File: src/hw/rtl/pdfp_pkg.sv
`timescale 1ns / 1ps
// ----------------------------------------------------------------------------
// pdfp_pkg
// shared types and codes for the patch dictionary field parser
// ----------------------------------------------------------------------------
package pdfp_pkg;

    // configuration register indexes
    localparam logic [1:0] CFG_FRAME_WIDTH    = 2'd0;
    localparam logic [1:0] CFG_FRAME_HEIGHT   = 2'd1;
    localparam logic [1:0] CFG_EXTRA_CHANNELS = 2'd2;

    // result status codes
    localparam logic [1:0] ST_ACCEPTED = 2'd0;
    localparam logic [1:0] ST_ERROR    = 2'd1;
    localparam logic [1:0] ST_COMPLETE = 2'd2;
    localparam logic [1:0] ST_RESTART  = 2'd3;

    // request command codes
    localparam logic CMD_CONSUME = 1'b0;
    localparam logic CMD_RESTART = 1'b1;

    // one result item
    typedef struct packed {
        logic [1:0]  status;
        logic [3:0]  next_context;
        logic [7:0]  channel_number;
        logic [25:0] target_number;
        logic [23:0] ref_number;
        logic [33:0] field_value;
        logic [3:0]  field_kind;
    } t_result;

endpackage

File: src/hw/rtl/pdfp_cfg.sv
`timescale 1ns / 1ps
// ----------------------------------------------------------------------------
// pdfp_cfg
// configuration registers and the reference limit min(w*h/16, cap)
// ----------------------------------------------------------------------------
module pdfp_cfg #(
    parameter int MAX_REFS_CAP = 16777216,
    parameter int LIM_W        = 25
) (
    input  logic             i_clk,
    input  logic             i_rst_n,
    input  logic             i_cfg_wen,
    input  logic [1:0]       i_cfg_addr,
    input  logic [29:0]      i_cfg_wdata,
    output logic [LIM_W-1:0] o_lim,
    output logic [7:0]       o_ext_ch,
    output logic             o_busy
);

    localparam logic [59:0] SAT_AT = 60'(MAX_REFS_CAP) << 4;

    logic [29:0]      r_width;
    logic [29:0]      r_height;
    logic [7:0]       r_ext_ch;
    logic [44:0]      r_pp_lo;
    logic [44:0]      r_pp_hi;
    logic [LIM_W-1:0] r_lim;
    logic [1:0]       r_settle;
    logic [59:0]      area;

    // two 30x15 partial products, then one add and saturate
    assign area = {15'd0, r_pp_lo} + {r_pp_hi, 15'd0};

    always_ff @(posedge i_clk) begin
        if (!i_rst_n) begin
            r_width  <= 30'd1;
            r_height <= 30'd1;
            r_ext_ch <= 8'd0;
            r_settle <= 2'd2;
        end else begin
            if (i_cfg_wen) begin
                unique case (i_cfg_addr)
                    pdfp_pkg::CFG_FRAME_WIDTH:    r_width  <= i_cfg_wdata;
                    pdfp_pkg::CFG_FRAME_HEIGHT:   r_height <= i_cfg_wdata;
                    pdfp_pkg::CFG_EXTRA_CHANNELS: r_ext_ch <= i_cfg_wdata[7:0];
                    default: ;
                endcase
                r_settle <= 2'd2;
            end else if (r_settle != 2'd0) begin
                r_settle <= r_settle - 2'd1;
            end
        end
    end

    always_ff @(posedge i_clk) begin
        r_pp_lo <= 45'(r_width * r_height[14:0]);
        r_pp_hi <= 45'(r_width * r_height[29:15]);
        if (area >= SAT_AT) begin
            r_lim <= LIM_W'(MAX_REFS_CAP);
        end else begin
            r_lim <= area[4 +: LIM_W];
        end
    end

    assign o_lim    = r_lim;
    assign o_ext_ch = r_ext_ch;
    assign o_busy   = (r_settle != 2'd0);

endmodule

File: src/hw/rtl/pdfp_step.sv
`timescale 1ns / 1ps
// ----------------------------------------------------------------------------
// pdfp_step
// grammar state and the combinational step for one decoded value
// ----------------------------------------------------------------------------
module pdfp_step #(
    parameter int LIM_W = 25
) (
    input  logic              i_clk,
    input  logic              i_rst_n,
    input  logic              i_adv,
    input  logic              i_command,
    input  logic [31:0]       i_value,
    input  logic [LIM_W-1:0]  i_lim,
    input  logic [7:0]        i_ext_ch,
    output pdfp_pkg::t_result o_res
);

    localparam logic [3:0] PH_REFCOUNT = 4'd0;
    localparam logic [3:0] PH_SLOT     = 4'd1;
    localparam logic [3:0] PH_X0       = 4'd2;
    localparam logic [3:0] PH_Y0       = 4'd3;
    localparam logic [3:0] PH_W        = 4'd4;
    localparam logic [3:0] PH_H        = 4'd5;
    localparam logic [3:0] PH_COUNT    = 4'd6;
    localparam logic [3:0] PH_TX       = 4'd7;
    localparam logic [3:0] PH_TY       = 4'd8;
    localparam logic [3:0] PH_MODE     = 4'd9;
    localparam logic [3:0] PH_ALPHA    = 4'd10;
    localparam logic [3:0] PH_CLAMP    = 4'd11;
    localparam logic [3:0] PH_DONE     = 4'd12;

    localparam logic [3:0] CTX_NONE   = 4'd0;
    localparam logic [3:0] CTX_SLOT   = 4'd1;
    localparam logic [3:0] CTX_SIZE   = 4'd2;
    localparam logic [3:0] CTX_ORIGIN = 4'd3;
    localparam logic [3:0] CTX_FIRST  = 4'd4;
    localparam logic [3:0] CTX_MODE   = 4'd5;
    localparam logic [3:0] CTX_DELTA  = 4'd6;
    localparam logic [3:0] CTX_COUNT  = 4'd7;
    localparam logic [3:0] CTX_ALPHA  = 4'd8;
    localparam logic [3:0] CTX_CLAMP  = 4'd9;

    logic [3:0]       r_phase,         n_phase;
    logic [LIM_W-1:0] r_refs_total,    n_refs_total;
    logic [LIM_W-1:0] r_ref_index,     n_ref_index;
    logic [32:0]      r_targets_total, n_targets_total;
    logic [32:0]      r_target_index,  n_target_index;
    logic [8:0]       r_channel_index, n_channel_index;
    logic [33:0]      r_patch_sum,     n_patch_sum;
    logic [31:0]      r_last_x,        n_last_x;
    logic [31:0]      r_last_y,        n_last_y;
    logic             r_have_last,     n_have_last;
    logic             r_error_seen,    n_error_seen;

    logic [33:0]      new_sum;
    logic [33:0]      lim4;
    logic [31:0]      held;
    logic [31:0]      unz;
    logic [32:0]      coord_sum;
    logic [8:0]       ci1;
    logic [32:0]      ti1;
    logic [LIM_W-1:0] ri1;
    logic             err;
    logic             done;
    logic             nc;
    logic [33:0]      fv;

    function automatic logic [3:0] f_context(input logic [3:0] ph, input logic hl);
        logic [3:0] c;
        c = CTX_NONE;
        unique case (ph)
            PH_SLOT:         c = CTX_SLOT;
            PH_X0, PH_Y0:    c = CTX_ORIGIN;
            PH_W, PH_H:      c = CTX_SIZE;
            PH_COUNT:        c = CTX_COUNT;
            PH_TX, PH_TY:    c = hl ? CTX_DELTA : CTX_FIRST;
            PH_MODE:         c = CTX_MODE;
            PH_ALPHA:        c = CTX_ALPHA;
            PH_CLAMP:        c = CTX_CLAMP;
            default:         c = CTX_NONE;
        endcase
        return c;
    endfunction

    assign new_sum   = r_patch_sum + 34'(i_value) + 34'd1;
    assign lim4      = 34'(i_lim) << 2;
    assign held      = (r_phase == PH_TX) ? r_last_x : r_last_y;
    // zigzag decode: odd codes are negative
    assign unz       = i_value[0] ? {1'b1, ~i_value[31:1]} : {1'b0, i_value[31:1]};
    assign coord_sum = {held[31], held} + {unz[31], unz};
    assign ci1       = r_channel_index + 9'd1;
    assign ti1       = r_target_index + 33'd1;
    assign ri1       = r_ref_index + LIM_W'(1);

    always_comb begin
        n_phase         = r_phase;
        n_refs_total    = r_refs_total;
        n_ref_index     = r_ref_index;
        n_targets_total = r_targets_total;
        n_target_index  = r_target_index;
        n_channel_index = r_channel_index;
        n_patch_sum     = r_patch_sum;
        n_last_x        = r_last_x;
        n_last_y        = r_last_y;
        n_have_last     = r_have_last;
        n_error_seen    = r_error_seen;
        err             = 1'b0;
        done            = 1'b0;
        nc              = 1'b0;
        fv              = '0;

        o_res                = '0;
        o_res.ref_number     = 24'(r_ref_index);
        o_res.target_number  = r_target_index[25:0];
        o_res.channel_number = r_channel_index[7:0];

        if (i_command == pdfp_pkg::CMD_RESTART) begin
            n_phase         = PH_REFCOUNT;
            n_refs_total    = '0;
            n_ref_index     = '0;
            n_targets_total = '0;
            n_target_index  = '0;
            n_channel_index = '0;
            n_patch_sum     = '0;
            n_last_x        = '0;
            n_last_y        = '0;
            n_have_last     = 1'b0;
            n_error_seen    = 1'b0;
            o_res           = '0;
            o_res.status    = pdfp_pkg::ST_RESTART;
        end else if (r_error_seen) begin
            o_res.field_kind = r_phase;
            o_res.status     = pdfp_pkg::ST_ERROR;
        end else if (r_phase == PH_DONE) begin
            o_res.status = pdfp_pkg::ST_COMPLETE;
        end else begin
            unique case (r_phase)
                PH_REFCOUNT: begin
                    fv = 34'(i_value);
                    if (i_value > 32'(i_lim)) begin
                        err = 1'b1;
                    end else if (i_value == 32'd0) begin
                        n_phase = PH_DONE;
                        done    = 1'b1;
                    end else begin
                        n_refs_total = i_value[LIM_W-1:0];
                        n_ref_index  = '0;
                        n_patch_sum  = '0;
                        n_phase      = PH_SLOT;
                    end
                end
                PH_SLOT: begin
                    fv = 34'(i_value);
                    if (i_value >= 32'd4) err = 1'b1;
                    else n_phase = PH_X0;
                end
                PH_X0: begin
                    fv      = 34'(i_value);
                    n_phase = PH_Y0;
                end
                PH_Y0: begin
                    fv      = 34'(i_value);
                    n_phase = PH_W;
                end
                PH_W: begin
                    fv      = 34'(i_value) + 34'd1;
                    n_phase = PH_H;
                end
                PH_H: begin
                    fv      = 34'(i_value) + 34'd1;
                    n_phase = PH_COUNT;
                end
                PH_COUNT: begin
                    fv          = 34'(i_value) + 34'd1;
                    n_patch_sum = new_sum;
                    if (new_sum > lim4) begin
                        err = 1'b1;
                    end else begin
                        n_targets_total = 33'(i_value) + 33'd1;
                        n_target_index  = '0;
                        n_have_last     = 1'b0;
                        n_phase         = PH_TX;
                    end
                end
                PH_TX, PH_TY: begin
                    fv = r_have_last ? {coord_sum[32], coord_sum} : {{2{i_value[31]}}, i_value};
                    if (r_have_last && (coord_sum[32] != coord_sum[31])) begin
                        err = 1'b1;
                    end else if (r_phase == PH_TX) begin
                        n_last_x = fv[31:0];
                        n_phase  = PH_TY;
                    end else begin
                        n_last_y        = fv[31:0];
                        n_have_last     = 1'b1;
                        n_channel_index = '0;
                        n_phase         = PH_MODE;
                    end
                end
                PH_MODE: begin
                    fv = 34'(i_value);
                    if (i_value > 32'd7) begin
                        err = 1'b1;
                    end else if (i_value >= 32'd4 && i_ext_ch == 8'd0) begin
                        // alpha blend needs an extra channel
                        err = 1'b1;
                    end else if (i_value >= 32'd4 && i_ext_ch >= 8'd2) begin
                        n_phase = PH_ALPHA;
                    end else if (i_value >= 32'd3) begin
                        n_phase = PH_CLAMP;
                    end else begin
                        nc = 1'b1;
                    end
                end
                PH_ALPHA: begin
                    fv = 34'(i_value);
                    if (i_value >= 32'(i_ext_ch)) err = 1'b1;
                    else n_phase = PH_CLAMP;
                end
                PH_CLAMP: begin
                    fv = (i_value != 32'd0) ? 34'd1 : 34'd0;
                    nc = 1'b1;
                end
                default: ;
            endcase

            // step to next channel, target or reference
            if (nc) begin
                n_channel_index = ci1;
                if (ci1 < ({1'b0, i_ext_ch} + 9'd1)) begin
                    n_phase = PH_MODE;
                end else begin
                    n_target_index = ti1;
                    if (ti1 < r_targets_total) begin
                        n_phase = PH_TX;
                    end else begin
                        n_ref_index = ri1;
                        if (ri1 < r_refs_total) begin
                            n_phase = PH_SLOT;
                        end else begin
                            n_phase = PH_DONE;
                            done    = 1'b1;
                        end
                    end
                end
            end

            if (err) begin
                n_phase      = r_phase;
                n_error_seen = 1'b1;
            end

            o_res.field_kind   = r_phase;
            o_res.field_value  = fv;
            o_res.next_context = (err || done) ? CTX_NONE : f_context(n_phase, n_have_last);
            o_res.status       = err ? pdfp_pkg::ST_ERROR :
                                 done ? pdfp_pkg::ST_COMPLETE : pdfp_pkg::ST_ACCEPTED;
        end
    end

    always_ff @(posedge i_clk) begin
        if (!i_rst_n) begin
            r_phase         <= PH_REFCOUNT;
            r_refs_total    <= '0;
            r_ref_index     <= '0;
            r_targets_total <= '0;
            r_target_index  <= '0;
            r_channel_index <= '0;
            r_patch_sum     <= '0;
            r_last_x        <= '0;
            r_last_y        <= '0;
            r_have_last     <= 1'b0;
            r_error_seen    <= 1'b0;
        end else if (i_adv) begin
            r_phase         <= n_phase;
            r_refs_total    <= n_refs_total;
            r_ref_index     <= n_ref_index;
            r_targets_total <= n_targets_total;
            r_target_index  <= n_target_index;
            r_channel_index <= n_channel_index;
            r_patch_sum     <= n_patch_sum;
            r_last_x        <= n_last_x;
            r_last_y        <= n_last_y;
            r_have_last     <= n_have_last;
            r_error_seen    <= n_error_seen;
        end
    end

endmodule

File: src/hw/rtl/patch_dictionary_field_parser_core.sv
`timescale 1ns / 1ps
// ----------------------------------------------------------------------------
// patch_dictionary_field_parser_core
// walks the patch dictionary grammar, one entropy-decoded value per request
// ----------------------------------------------------------------------------
// Each request on the slave stream carries one decoded value (tdata) and a
// command bit (tuser: 0 consume, 1 restart). The block answers every request
// with exactly one result: the reconstructed field, its reference, target and
// channel indices, the entropy context for the next value and a status
// (accepted, error, complete, restarted). Throughput is one request per clock
// unless the result stream stalls or configuration settles. A request passes
// the input register, the grammar step, then the result register. Errors latch
// until a restart. After a configuration write the slave tready drops while the
// frame-area product settles through its two-stage 30x15 multiply and saturate.
// The user must write configuration only when idle; it is not enforced.
// ----------------------------------------------------------------------------
module patch_dictionary_field_parser_core #(
    parameter int MAX_REFS_CAP = 16777216
) (
    input  logic        i_clk,
    input  logic        i_rst_n,
    // configuration write port
    input  logic        i_cfg_wen,
    input  logic [1:0]  i_cfg_addr,
    input  logic [29:0] i_cfg_wdata,
    // request stream
    input  logic        i_s_tvalid,
    output logic        o_s_tready,
    input  logic [31:0] i_s_tdata,   // [31:0] value
    input  logic        i_s_tuser,   // [0] command
    // result stream
    output logic        o_m_tvalid,
    input  logic        i_m_tready,
    output logic [95:0] o_m_tdata,   // [33:0] field_value, [57:34] ref_number,
                                     // [83:58] target_number, [91:84] channel_number,
                                     // [95:92] next_context
    output logic [5:0]  o_m_tuser    // [3:0] field_kind, [5:4] status
);

    localparam int LIM_W = $clog2(MAX_REFS_CAP + 1);

    logic              r_in_valid;
    logic              r_in_cmd;
    logic [31:0]       r_in_value;
    logic              r_out_valid;
    pdfp_pkg::t_result r_out;
    pdfp_pkg::t_result res;
    logic [LIM_W-1:0]  lim;
    logic [7:0]        ext_ch;
    logic              cfg_busy;
    logic              s_accept;
    logic              adv;

    // a held request moves on when the result register is free or draining
    assign adv        = r_in_valid && (!r_out_valid || i_m_tready);
    assign o_s_tready = !cfg_busy && (!r_in_valid || adv);
    assign s_accept   = i_s_tvalid && o_s_tready;

    pdfp_cfg #(
        .MAX_REFS_CAP (MAX_REFS_CAP),
        .LIM_W        (LIM_W)
    ) u_cfg (
        .i_clk       (i_clk),
        .i_rst_n     (i_rst_n),
        .i_cfg_wen   (i_cfg_wen),
        .i_cfg_addr  (i_cfg_addr),
        .i_cfg_wdata (i_cfg_wdata),
        .o_lim       (lim),
        .o_ext_ch    (ext_ch),
        .o_busy      (cfg_busy)
    );

    pdfp_step #(
        .LIM_W (LIM_W)
    ) u_step (
        .i_clk     (i_clk),
        .i_rst_n   (i_rst_n),
        .i_adv     (adv),
        .i_command (r_in_cmd),
        .i_value   (r_in_value),
        .i_lim     (lim),
        .i_ext_ch  (ext_ch),
        .o_res     (res)
    );

    // control
    always_ff @(posedge i_clk) begin
        if (!i_rst_n) begin
            r_in_valid  <= 1'b0;
            r_out_valid <= 1'b0;
        end else begin
            if (s_accept) r_in_valid <= 1'b1;
            else if (adv) r_in_valid <= 1'b0;

            if (adv)             r_out_valid <= 1'b1;
            else if (i_m_tready) r_out_valid <= 1'b0;
        end
    end

    // payload
    always_ff @(posedge i_clk) begin
        if (s_accept) begin
            r_in_cmd   <= i_s_tuser;
            r_in_value <= i_s_tdata;
        end
        if (adv) begin
            r_out <= res;
        end
    end

    assign o_m_tvalid = r_out_valid;
    assign o_m_tdata  = {r_out.next_context, r_out.channel_number, r_out.target_number,
                         r_out.ref_number, r_out.field_value};
    assign o_m_tuser  = {r_out.status, r_out.field_kind};

endmodule

File: config.mk
export PLATFORM = sky130hd
export DESIGN_NAME = patch_dictionary_field_parser_core
export DESIGN_NICKNAME = d
export VERILOG_FILES = /design/src/hw/rtl/pdfp_pkg.sv /design/src/hw/rtl/pdfp_cfg.sv /design/src/hw/rtl/pdfp_step.sv /design/src/hw/rtl/patch_dictionary_field_parser_core.sv
export SDC_FILE = /design/constraint.sdc
export NUM_CORES = 2
export LEC_CHECK = 0
export ABC_CLOCK_PERIOD_IN_PS = 12810
export BUFFER_PORTS_ARGS = -buffer_cell sky130_fd_sc_hd__buf_2
export CAP_MARGIN = 10
export CORE_UTILIZATION = 57
export DETAILED_ROUTE_END_ITERATION = 10
export PLACE_DENSITY = 0.76
export SYNTH_ARGS = -nofsm -noshare
export SYNTH_HDL_FRONTEND = slang
export SYNTH_SLANG_ARGS = --single-unit
File: constraint.sdc
create_clock -name i_clk -period 12.81 [get_ports i_clk]
set_input_delay 0 -clock i_clk [delete_from_list [all_inputs] [get_ports i_clk]]
set_output_delay 0 -clock i_clk [all_outputs]
set_load 0.1 [all_outputs]
==> run_results.csv <==
group,metric,value,unit
final_layout,drive_gt1_share,6.486,%
synthesis,synth.area.mux_share,1.705,%
floorplan,coreArea,0.1004,mm^2
detailed_routing,first_pass_iters,6,
critical_path,crit_start,"u_cfg.r_width[4]$_SDFFE_PN0P_",
critical_path,endpoint,"u_cfg.r_pp_lo[41]$_DFF_P_",
clock_network,clock_path_buffers,3,
clock_network,cts_htree_levels,2,
synthesis,ys.flop_type,"dfxtp_1",
synthesis,synth_common_cells,"nand2_1, fa_1, inv_1, nor2_1, ha_1",
place,gp_congestion,0.9555,
final_layout,syn2layout_area_growth,8.949,%
detailed_routing,drtIter0Drc,3915,
global_routing,track_usage,31.67,%
timing,relSlewSlack,16.73,%
place,dp_hpwl,120.7,mm
synthesis,syn_area_per_cell,8.722,um^2
timing,clock_skew,0.06433,ns
global_routing,antenna_found_initial,5,
clock_network,clk_latency,0.70,ns
floorplan,initial_core_util,57.73,%
synthesis,synthAdderAreaFrac,34.66,%
global_routing,grt_max_degree,158,
clock_network,cts_tree,"yes",
detailed_routing,post-route-drc-count,0,
critical_path,worstPathArrival,8.50,ns
status,run_status,"complete, no violations",
critical_path,regToRegEndpoint,"u_cfg.r_pp_lo[41]$_DFF_P_",
synthesis,synthCells,6648,
global_routing,grt_first_pass_wirelength,258.3,mm
power_and_ir_drop,ir_worst_vdd,91.31,uV
synthesis,yosysMostFrequentCell,"nand2_1",
synthesis,synth_xor_area_share,4.184,%
critical_path,rr_startpoint,"u_cfg.r_width[4]$_SDFFE_PN0P_",
synthesis,yosys_warnings,0,
critical_path,criticalPathCategory,"flop to flop",
critical_path,critPathMaxFanout,31,
critical_path,cp-start-kind,"flop",
clock_network,post_cts_buffers,0,
synthesis,synth_top_area_share,25.10,%
timing,period_minus_slack,7.961,ns
synthesis,synth_compound_area_share,10.89,%
timing,finalHoldViolCount,0,
critical_path,worst_ep_required_time,13.35,ns
timing,period_share,62.15,%
timing,worst_pin_slew,1.247,ns
timing,drv_slew,0,
floorplan,die_w,320.9,um
timing,setup_viol,0,
synthesis,synth-simple-area-share,20.39,%
floorplan,placementRows,116,
critical_path,cp-end-kind,"flop",
synthesis,synth_top_family_by_area,"adder cells",
clock_network,holdBufCountCts,94,
clock_network,root_buffer,"clkbuf_16",
detailed_routing,ant_nets,0,
clock_network,ctsResizeCount,0,
run,maxCapViolCount,0,
synthesis,ys_ff_latch,547,
synthesis,synth_nets,7888,
global_routing,overflow,0,
clock_network,clk_pin_slew,0.06,ns
synthesis,synth_area_leaders,"fa_1, dfxtp_1, ha_1",
detailed_routing,num_vias,47830,
critical_path,worst_r2r_path_depth,24,
timing,max_freq,0.1256,GHz
detailed_routing,drt-vias-per-instance,5.895,
global_routing,grt_pass1_vias,48020,
worst_hold_path,hold_class,"input pin to flop",
timing,grt_setup_unrepaired,"false",
power_and_ir_drop,p_leak,28.97,nW
floorplan,dieArea,0.1030,mm^2
floorplan,fp.dieH,320.9,um
synthesis,syn_area,0.05798,mm^2
synthesis,async_flop_share,0,%
synthesis,ys_types,89,
place,io_buffers,173,
synthesis,synth_edf_count,135,
clock_network,numCtsBuffers,61,
critical_path,reg2reg_slack,4.85,ns
synthesis,ys_seq_area_share,21.22,%
timing,totalNegativeSetupSlack,0,ns
final_layout,final_cells,8113,
detailed_routing,routed_wl,163.0,mm
synthesis,synth_top_area_cell,"fa_1",
clock_network,cts_sinks,547,
place,dp.cells,7902,
final_layout,nets,7942,
floorplan,io_pins,174,
detailed_routing,routedWlPerCell,20.09,um
power_and_ir_drop,power_density,69.58,mW/mm^2
## cells in the final DEF, fill, tap and decap left out, types with 13 or more instances in the layout
cell type,synthesis,layout
buf_4,0,101
nand3_1,111,111
a211oi_1,31,31
clkbuf_16,0,61
a221oi_1,13,13
fa_1,727,727
a21o_1,81,81
a22oi_1,60,60
o21ai_1,37,36
a21oi_1,371,369
nor4_1,15,15
nor3_1,82,80
o21ai_0,145,145
dfxtp_1,412,411
or2_2,19,19
nor2b_1,95,95
buf_2,7,173
o21bai_1,25,25
nand4_1,44,44
and4_1,14,14
inv_1,687,686
nor2_1,490,490
a31oi_1,24,24
nand2b_1,35,35
o21a_1,44,44
dlygate4sd3_1,0,94
nor3b_1,35,34
nand2_1,999,999
or3_1,26,25
ha_1,443,443
xnor2_1,147,147
xor2_1,130,130
and3_1,79,79
nand3b_1,31,31
and2_1,394,394
o211ai_1,20,20
mux2i_1,92,92
edfxtp_1,135,135
## report_power, final
group | switching [mW] | internal [mW] | leakage (nW)
clock network | 0.821 | 1.18 | 1.09
registers | 0.0459 | 1.80 | 4.69
logic | 0.357 | 0.192 | 23.2
## how the worst min path moves through the flow
stage	endpoint	start	slack (ns)	depth (start not counted)
finish	r_in_value[5]$_DFFE_PP_	i_s_tdata[5]	0.03	2
global route	r_in_value[31]$_DFFE_PP_	i_s_tdata[31]	0.02	2
global placement	r_in_value[29]$_DFFE_PP_	i_s_tdata[29]	0.18	1
floorplan	u_cfg.r_settle[0]$_SDFFE_PP0P_	i_cfg_wen	0.08	1
CTS	r_in_value[15]$_DFFE_PP_	i_s_tdata[15]	0.0004	2
detailed placement	r_in_value[9]$_DFFE_PP_	i_s_tdata[9]	0.18	1
## routing by layer
metal  share of wire (%)  vias up  GRT usage [%]
met5               0.017        -              0
met4                 6.5        4          18.39
met3                 8.1      539          5.509
met2                  47     2113          52.64
met1                  38    23380          38.75
li1                    -    21790              -
## final cells by class
| class | instances | area [um^2] |
|---|---|---|
| Tap cell | 1357 | 1698 |
| Timing Repair Buffer | 368 | 2565 |
| Clock inverter | 39 | 614.3 |
| Antenna cell | 3 | 7.507 |
| Clock buffer | 75 | 1669 |
| Sequential cell | 547 | 12300 |
| Multi-Input combinational cell | 5035 | 41720 |
| Fill cell | 8388 | 37260 |
| Inverter | 689 | 2596 |
## per-stage QoR
stage / hold WS, ns / total power [mW] / util (%) / instance area (um^2) / setup WS, ns
finish: 0.03175 / 4.396 / 62.90 / 63170 / 4.849
global route: 0.02166 / 4.541 / 62.89 / 63170 / 4.468
CTS: 0.0003840 / 4.413 / 62.89 / 63170 / 4.939
detailed placement: 0.1781 / 2.402 / 59.68 / 59940 / 5.087
global placement: 0.1781 / 2.388 / 59.68 / 59940 / 5.185
floorplan: 0.07931 / 2.222 / - / 57980 / 6.339
## logic make-up (layout without fill, tap and decap cells)
family	count (synthesis)	after routing
AOI/OAI and AO/OA	997	997
xor gates and xnor gates	277	277
adders and majority gates	1170	1170
buffers and inverters	1066	1171
DFF	547	547
muxes	98	98
other	0	3
and+or+nand+nor	2493	2493
## worst max-delay path, cell delays in order (launching register included)
cell and delay (ns):
dfxtp_1 1.15, nand2_1 0.20, fa_1 0.58, inv_1 0.05, fa_1 0.53, inv_1 0.05
fa_1 0.49, inv_1 0.05, ha_1 0.28, inv_1 0.06, fa_1 0.54, inv_1 0.06
fa_1 0.47, ha_1 0.37, o21a_1 0.13, o21ai_0 0.29, a21oi_1 0.15, a2111oi_0 0.78
o21ai_0 0.38, nand3_1 0.17, and3_1 0.16, nor3_1 0.08, a41oi_1 0.28, a21oi_1 0.16
o311ai_0 0.33
## registers in the layout, summed over array words and instances (netlist names), 9 cells and up
name,cells
o_m_tdata,96
u_cfg.r_pp_hi,45
u_cfg.r_pp_lo,41
u_step.r_patch_sum,34
u_step.r_target_index,33
u_step.r_targets_total,33
r_in_value,32
u_step.r_last_x,32
u_step.r_last_y,32
u_cfg.r_height,30
u_cfg.r_width,30
u_cfg.o_lim,25
u_step.r_ref_index,25
u_step.r_refs_total,25
u_step.r_channel_index,9
Power figures use the tool's default switching activity.
